**config.mk**
```make
export PLATFORM = sky130hd
export DESIGN_NAME = srd_front_flat
export DESIGN_NICKNAME = d
export VERILOG_FILES = /design/src/sv/srd_pkg.sv /design/src/sv/srd_if.sv /design/src/sv/srd_front.sv /design/src/flat_wrapper.sv
export SDC_FILE = /design/constraint.sdc
export NUM_CORES = 1
export LEC_CHECK = 0
export ABC_AREA = 0
export BUFFER_PORTS_ARGS = -buffer_cell sky130_fd_sc_hd__buf_2
export CORE_ASPECT_RATIO = 0.8
export CORE_MARGIN = 1
export CORE_UTILIZATION = 45
export DETAILED_ROUTE_END_ITERATION = 10
export PLACE_DENSITY = 0.69
export SETUP_SLACK_MARGIN = 0.1
export SLEW_MARGIN = 15
export SYNTH_ARGS = -nofsm -noshare
export SYNTH_HDL_FRONTEND = slang
export SYNTH_SLANG_ARGS = --single-unit
```
**constraint.sdc**
```tcl
create_clock -name clk -period 2.18 [get_ports clk]
set_input_delay 0.327 -clock clk [delete_from_list [all_inputs] [get_ports clk]]
set_output_delay 0.327 -clock clk [all_outputs]
set_load 0.1 [all_outputs]
```
**src/sv/srd_pkg.sv**
```systemverilog
// Shared types, codes and the CRC step for the sector RLE decoder.
// No dependencies; used by the front, back and top level.
package srd_pkg;

  localparam logic [2:0] ST_ACCEPTED = 3'd0;
  localparam logic [2:0] ST_GOOD     = 3'd1;
  localparam logic [2:0] ST_OVER     = 3'd2;
  localparam logic [2:0] ST_MISM     = 3'd3;
  localparam logic [2:0] ST_CRC      = 3'd4;
  localparam logic [2:0] ST_READ     = 3'd5;

  localparam logic [7:0]  ENC_LITERAL = 8'd0;
  localparam logic [7:0]  ENC_PAIR    = 8'd1;
  localparam logic [7:0]  ENC_BLOCKS  = 8'd2;
  localparam logic [7:0]  BLK_LITERAL = 8'd0;
  localparam logic [7:0]  BLK_PAIR    = 8'd1;
  localparam logic [15:0] CRC_POLY    = 16'hA097;
  localparam logic [15:0] BASE_SIZE   = 16'd128;

  localparam int ERR_OVER = 0;
  localparam int ERR_MISM = 1;

  typedef enum logic [1:0] {
    KIND_FEED = 2'd0,
    KIND_OPEN = 2'd1,
    KIND_READ = 2'd2
  } srd_kind_t;

  typedef struct packed {
    srd_kind_t   kind;
    logic [7:0]  data;
    logic        last;
    logic [2:0]  size_code;
    logic [7:0]  exp_crc;
    logic [12:0] read_index;
  } srd_cmd_t;

  typedef enum logic [12:0] {
    PH_IDLE      = 13'b0000000000001,
    PH_T0_DATA   = 13'b0000000000010,
    PH_T1_LO     = 13'b0000000000100,
    PH_T1_HI     = 13'b0000000001000,
    PH_T1_D1     = 13'b0000000010000,
    PH_T1_D2     = 13'b0000000100000,
    PH_SKIP      = 13'b0000001000000,
    PH_T2_BLK    = 13'b0000010000000,
    PH_T2_LITLEN = 13'b0000100000000,
    PH_T2_LIT    = 13'b0001000000000,
    PH_T2_PLEN   = 13'b0010000000000,
    PH_T2_PD1    = 13'b0100000000000,
    PH_T2_PD2    = 13'b1000000000000
  } srd_phase_t;

  typedef enum logic [6:0] {
    S_IDLE    = 7'b0000001,
    S_FILL    = 7'b0000010,
    S_FIN     = 7'b0000100,
    S_CRC_RD  = 7'b0001000,
    S_CRC_UPD = 7'b0010000,
    S_READ    = 7'b0100000,
    S_RES     = 7'b1000000
  } srd_state_t;

  function automatic logic [15:0] crc16_byte(input logic [15:0] crc, input logic [7:0] b);
    logic [15:0] c;
    c = crc ^ {b, 8'h00};
    for (int i = 0; i < 8; i++) begin
      if (c[15]) c = {c[14:0], 1'b0} ^ CRC_POLY;
      else c = {c[14:0], 1'b0};
    end
    return c;
  endfunction

endpackage

```
**src/sv/srd_if.sv**
```systemverilog
// Channel interfaces for the sector RLE decoder: request and result words.
// Standalone; fields follow the block's item layout.
interface srd_in_if;
  logic        valid;
  logic        ready;
  logic        req_type;
  logic [7:0]  in_byte;
  logic        first_byte;
  logic        last_byte;
  logic [2:0]  size_code;
  logic [7:0]  expected_crc;
  logic [12:0] read_index;
  modport source (output valid, req_type, in_byte, first_byte, last_byte, size_code,
                  expected_crc, read_index, input ready);
  modport sink (input valid, req_type, in_byte, first_byte, last_byte, size_code,
                expected_crc, read_index, output ready);
endinterface


```
**src/sv/srd_front.sv**
```systemverilog
// Front end: accepts request words, classifies them and queues two deep.
// Depends on srd_pkg and srd_in_if.
module srd_front (
  input  logic              clk,
  input  logic              rst_n,
  srd_in_if.sink            in_ch,
  output srd_pkg::srd_cmd_t cmd,
  output logic              cmd_valid,
  input  logic              cmd_pop
);
  import srd_pkg::*;

  srd_cmd_t   ent_r [2];
  logic       rd_ptr_r, rd_ptr_nxt;
  logic       wr_ptr_r, wr_ptr_nxt;
  logic [1:0] cnt_r, cnt_nxt;
  logic       push;
  srd_cmd_t   new_cmd;

  assign in_ch.ready = (cnt_r != 2'd2);
  assign push        = in_ch.valid && in_ch.ready;
  assign cmd_valid   = (cnt_r != 2'd0);
  assign cmd         = ent_r[rd_ptr_r];

  always_comb begin
    new_cmd.kind       = in_ch.req_type ? KIND_READ : (in_ch.first_byte ? KIND_OPEN : KIND_FEED);
    new_cmd.data       = in_ch.in_byte;
    new_cmd.last       = in_ch.last_byte;
    new_cmd.size_code  = in_ch.size_code;
    new_cmd.exp_crc    = in_ch.expected_crc;
    new_cmd.read_index = in_ch.read_index;
    rd_ptr_nxt = rd_ptr_r ^ (cmd_pop && cmd_valid);
    wr_ptr_nxt = wr_ptr_r ^ push;
    cnt_nxt    = cnt_r + {1'b0, push} - {1'b0, cmd_pop && cmd_valid};
  end

  always_ff @(posedge clk) begin
    if (!rst_n) begin
      rd_ptr_r <= 1'b0;
      wr_ptr_r <= 1'b0;
      cnt_r    <= 2'd0;
    end else begin
      rd_ptr_r <= rd_ptr_nxt;
      wr_ptr_r <= wr_ptr_nxt;
      cnt_r    <= cnt_nxt;
    end
  end

  always_ff @(posedge clk) begin
    if (push) ent_r[wr_ptr_r] <= new_cmd;
  end

endmodule

```
**src/flat_wrapper.sv**
```systemverilog
// flat-port wrapper written by rule: the top's interface ports become plain ports
module srd_front_flat import srd_pkg::*;
  (clk, rst_n, cmd, cmd_valid, cmd_pop, in_ch_valid, in_ch_req_type, in_ch_in_byte, in_ch_first_byte, in_ch_last_byte, in_ch_size_code, in_ch_expected_crc, in_ch_read_index, in_ch_ready);
  srd_in_if in_ch_i ();
  input  logic clk;
  input  logic rst_n;
  output srd_pkg::srd_cmd_t cmd;
  output logic cmd_valid;
  input  logic cmd_pop;
  input wire logic [$bits(in_ch_i.valid)-1:0] in_ch_valid;
  input wire logic [$bits(in_ch_i.req_type)-1:0] in_ch_req_type;
  input wire logic [$bits(in_ch_i.in_byte)-1:0] in_ch_in_byte;
  input wire logic [$bits(in_ch_i.first_byte)-1:0] in_ch_first_byte;
  input wire logic [$bits(in_ch_i.last_byte)-1:0] in_ch_last_byte;
  input wire logic [$bits(in_ch_i.size_code)-1:0] in_ch_size_code;
  input wire logic [$bits(in_ch_i.expected_crc)-1:0] in_ch_expected_crc;
  input wire logic [$bits(in_ch_i.read_index)-1:0] in_ch_read_index;
  output wire logic [$bits(in_ch_i.ready)-1:0] in_ch_ready;
  assign in_ch_i.valid = in_ch_valid;
  assign in_ch_i.req_type = in_ch_req_type;
  assign in_ch_i.in_byte = in_ch_in_byte;
  assign in_ch_i.first_byte = in_ch_first_byte;
  assign in_ch_i.last_byte = in_ch_last_byte;
  assign in_ch_i.size_code = in_ch_size_code;
  assign in_ch_i.expected_crc = in_ch_expected_crc;
  assign in_ch_i.read_index = in_ch_read_index;
  assign in_ch_ready = in_ch_i.ready;
  srd_front u_core (.clk(clk), .rst_n(rst_n), .in_ch(in_ch_i), .cmd(cmd), .cmd_valid(cmd_valid), .cmd_pop(cmd_pop));
endmodule
```
==> Yosys cells after proc, flatten, opt, wreduce, memory -nomap -nowiden <==
Memories as Yosys holds them, arrays and structs flattened. A register that Yosys moved wholly into a read port is not among the register bits.
Cells that the tools add are included.
{ "word_totals": {"register_bits": 4, "latchBits": 0, "ramBits": 70, "romBits": 0, "word_cells": 17, "mem_count": 1} }
{ "memory_table": {"columns": ["memory", "words", "width", "rd", "rd_ports_with_merged_regs", "write_ports", "line_no", "text"], "rows": [
  ["u_core.ent_r", 2, 35, 1, 1, 1, "srd_front.sv:13", "srd_cmd_t ent_r [2];"]
]} }
{ "classes": {"n_addsub": 2, "n_mul": 0, "div": 0, "magnitude_cmp": 0, "n_eq_ne": 1, "shift": 0, "mux": 5, "bitwise": 2, "n_reduce_logical": 3} }
{ "ops": {"columns": ["operator", "count"], "rows": [
  ["1-bit 2-to-1 mux", 4],
  ["2-bit by 1-bit adder with 2-bit output", 1],
  ["1-bit logical AND", 2],
  ["2-bit 2-to-1 mux", 1],
  ["2-bit != test (second input constant)", 1],
  ["2-bit nonzero test", 1],
  ["2-bit by 1-bit subtractor with 2-bit output", 1],
  ["1-bit XOR", 2]
]} }

==> Depth between registers and ports, before layout <==
{ "depth": {"ltp_word": 4, "depth_mapped": 6, "mapped_depth_nobuf": 6} }

==> Worst setup path before layout <==
OpenSTA, ideal clock, no wires.
{ "synth_timing": {"path_kind": "register -> register", "from": "reg u_core.cnt_r[1]", "to": "mem u_core.ent_r[1][0] in the netlist's numbering (enable)", "setup_ns": 0.396, "t_arrival_ns": 2.246, "required_time_ns": 1.784, "setup_slack_ns": -0.462, "path_stages_with_launch": 4, "path_buffers": 0, "period_less_slack_ns": 2.642, "path_cell_list": "dfxtp_1 -> or2b_1 -> and2_1 -> ha_1"} }
{ "synth_via": {"elab_chain_len": 4} }
{ "synth_lines": {"columns": ["item", "line_no", "text"], "rows": [
  ["start: declaration", "srd_front.sv:16", "logic [1:0] cnt_r, cnt_nxt;"],
  ["start signal: assignment", "srd_front.sv:45", "cnt_r <= cnt_nxt;"],
  ["2-bit != test", "srd_front.sv:20", "assign in_ch.ready = (cnt_r != 2'd2);"],
  ["named net in_ch_ready", "flat_wrapper.sv:18", "output wire logic [$bits(in_ch_i.ready)-1:0] in_ch_ready;"],
  ["1-bit logical AND", "srd_front.sv:21", "assign push = in_ch.valid && in_ch.ready;"],
  ["1-bit 2-to-1 mux", "srd_front.sv:50", "if (push) ent_r[wr_ptr_r] <= new_cmd;"],
  ["1-bit 2-to-1 mux (implied by the code)", "srd_front.sv:50", null],
  ["end: declaration", "srd_front.sv:13", null]
]} }
The timed path passes the listed nets, and every way through them passes these cells.

==> results.py <==
metrics = {
    "clock_tree": {
        "root_buffer": "clkbuf_8",
        "cts_tree": "done",
        "cts_buffer_depth": 2,
        "hold_buffers": 0,
        "cts.sinks": 75,
        "cts_made_buffers": 9,
        "post-cts-setup-buffers": 0,
        "clk_latency_ps": 340,
        "cts-htree-levels": 3,
        "path_clk_slew_ps": 80,
    },
    "critical_path": {
        "startpoint_type": "flop",
        "worst-setup-path-type": "reg -> out",
        "cp.required_ps": 1850,
        "cp_max_fo": 14,
        "arrival_ps": 1670,
        "critPathCaptureType": "primary output",
    },
    "global_routing": {
        "grt_pass1_wl_um": 7130,
        "grt_pass1_vias": 1463,
        "antenna_found_initial": 0,
        "overflow": 0,
        "grt_max_degree": 36,
        "grtUsageTotal": 0.147,
    },
    "final_layout": {
        "antenna-diode-count": 0,
        "area_growth_pct": 23.6,
        "drive_above_1_share": 0.596,
        "filler_cell_count": 477,
        "nets": 261,
    },
    "logic_synthesis": {
        "synth.cell_area_mm2": 0.00295,
        "synth_common_cells": "edfxtp_1 (70), mux2_4 (30), dfxtp_1 (5), mux2_2 (5), ha_1 (4)",
        "ys_seq_area_frac": 0.747,
        "synth_most_common_cell": "edfxtp_1",
        "yosys-top-cells-area": "edfxtp_1 (71%), mux2_4 (15%), dfxtp_1 (3.4%)",
        "synth_ff_type": "edfxtp_1",
        "synth_seq_cells": 75,
        "synthArstFlopShare": 0,
        "synth.avg_cell_area_um2": 22.0,
        "synth_edf_count": 70,
        "yosysWarnings": 0,
        "synth_top_area_cell": "edfxtp_1",
        "synth.distinct_cells": 18,
        "synth_top_area_frac": 0.713,
        "netlist_instances": 134,
        "synthesis.nets": 177,
    },
    "route": {
        "drtAntennaViolNets": 0,
        "drt_iter0_markers": 87,
        "drc": 0,
        "wl_um": 4520,
        "dr.pass1.iters": 6,
        "wire_per_inst_um": 14.9,
        "viasPerCell": 4.63,
        "dr_total_vias": 1407,
    },
    "placement": {
        "routabilityCongestion": 0.692,
        "dpl.hpwl_um": 2820,
        "io_buffers": 75,
        "place_ws_ps": 286,
    },
    "sta": {
        "setup_slack_ps": 181,
        "setup_violations": 0,
        "hold_viol": 0,
        "timing_worst_slew_pin_value_ps": 895,
        "drv_slew": 0,
        "finalCriticalPeriod_ps": 2000,
        "fin_crit_sh": 0.917,
        "max_freq_ghz": 0.500,
        "slew_headroom": 0.403,
        "hold_slack_ps": 171,
        "fin_tns_setup_ps": 0,
        "fin_skew_ps": 6.86,
        "grt_setup_unrepaired": "no",
    },
    "floorplan": {
        "dieArea_mm2": 0.00688,
        "die_y_um": 74.4,
        "pin_count": 76,
        "core-area_mm2": 0.00610,
        "rows": 25,
        "initial_utilization": 0.483,
        "fp.dieW_um": 92.5,
    },
    "hold_path": {
        "hold_class": "in -> reg",
    },
    "run": {
        "maxCapViolCount": 0,
    },
    "status": {
        "status": "finished, final reports clean",
    },
}
==> critical path, stage by stage, from the launching register on <==
cell	delay (ps)
dfxtp_4	450
bufbuf_16	350
mux2_4	310
buf_4	230
==> flip-flops by register name, summed over array words and instances (netlist names), named ones only <==
register	flops
u_core.cnt_r	2
u_core.ent_r	70
u_core.rd_ptr_r	1
u_core.wr_ptr_r	1
==> cell families after synthesis <==
| family | Yosys count | share of synthesized area |
|---|---|---|
| compound gates | 1 | 0.00255 |
| xor+xnor | 1 | 0.00764 |
| fa+ha+maj | 4 | 0.0170 |
| buf+inv | 7 | 0.0280 |
| flops | 75 | 0.747 |
| mux | 37 | 0.179 |
| simple gates | 9 | 0.0195 |
==> per-layer routing <==
layer,vias up,global-route usage,share of wire
met1,665,0.171,0.43
met3,7,0.0654,0.071
met5,-,0,0
li1,686,-,-
met2,49,0.241,0.48
met4,0,0.0625,0.013
==> area by class of cell <==
| type | count | area (um^2) | share of cell area |
|---|---|---|---|
| Sequential cell | 75 | 2210 | 0.605 |
| Timing Repair Buffer | 77 | 463 | 0.127 |
| Multi-Input combinational cell | 52 | 671 | 0.184 |
| Clock inverter | 6 | 65.1 | 0.0179 |
| Inverter | 3 | 11.3 | 0.00309 |
| Clock buffer | 10 | 128 | 0.0350 |
| Tap cell | 81 | 101 | 0.0278 |
==> final timing paths <==
| kind | from | end | slack [ps] | cells past startpoint |
|---|---|---|---|---|
| setup / recovery | flop | cmd[19] | 180 | 3 |
| hold / removal | in_ch_read_index[6] | u_core.ent_r[0][6] | 170 | 1 |
| setup reg to reg | u_core.cnt_r[0] | u_core.ent_r[0][5] | 300 | 3 |
| hold reg to reg | u_core.rd_ptr_r | flop | 480 | 2 |
==> layout by cell type (no fill, tap or decap), types with 3 or more instances in the layout <==
master,instances
edfxtp_1,70
inv_1,3
buf_4,14
buf_2,61
dfxtp_1,4
clkbuf_8,9
mux2_2,5
mux2_4,30
==> metrics by stage <==
| step | utilization | instances | cell area [um^2] |
|---|---|---|---|
| 2_1_floorplan | - | 134 | 2960 |
| 3_3_place_gp | 0.554 | 287 | 3380 |
| 3_5_place_dp | 0.554 | 287 | 3380 |
| 4_1_cts | 0.597 | 304 | 3640 |
| 5_1_grt | 0.598 | 304 | 3640 |
| 6_report | 0.598 | 304 | 3640 |
==> timing repair <==
action                     4_1_cts  5_1_grt
cloned                           1        0
setup endpoints to repair       27        1
gates resized for setup         14        2
Power is left out: the tool's default activity adds up to more than one toggle a clock period on the data nets, which glitch-free logic cannot reach.
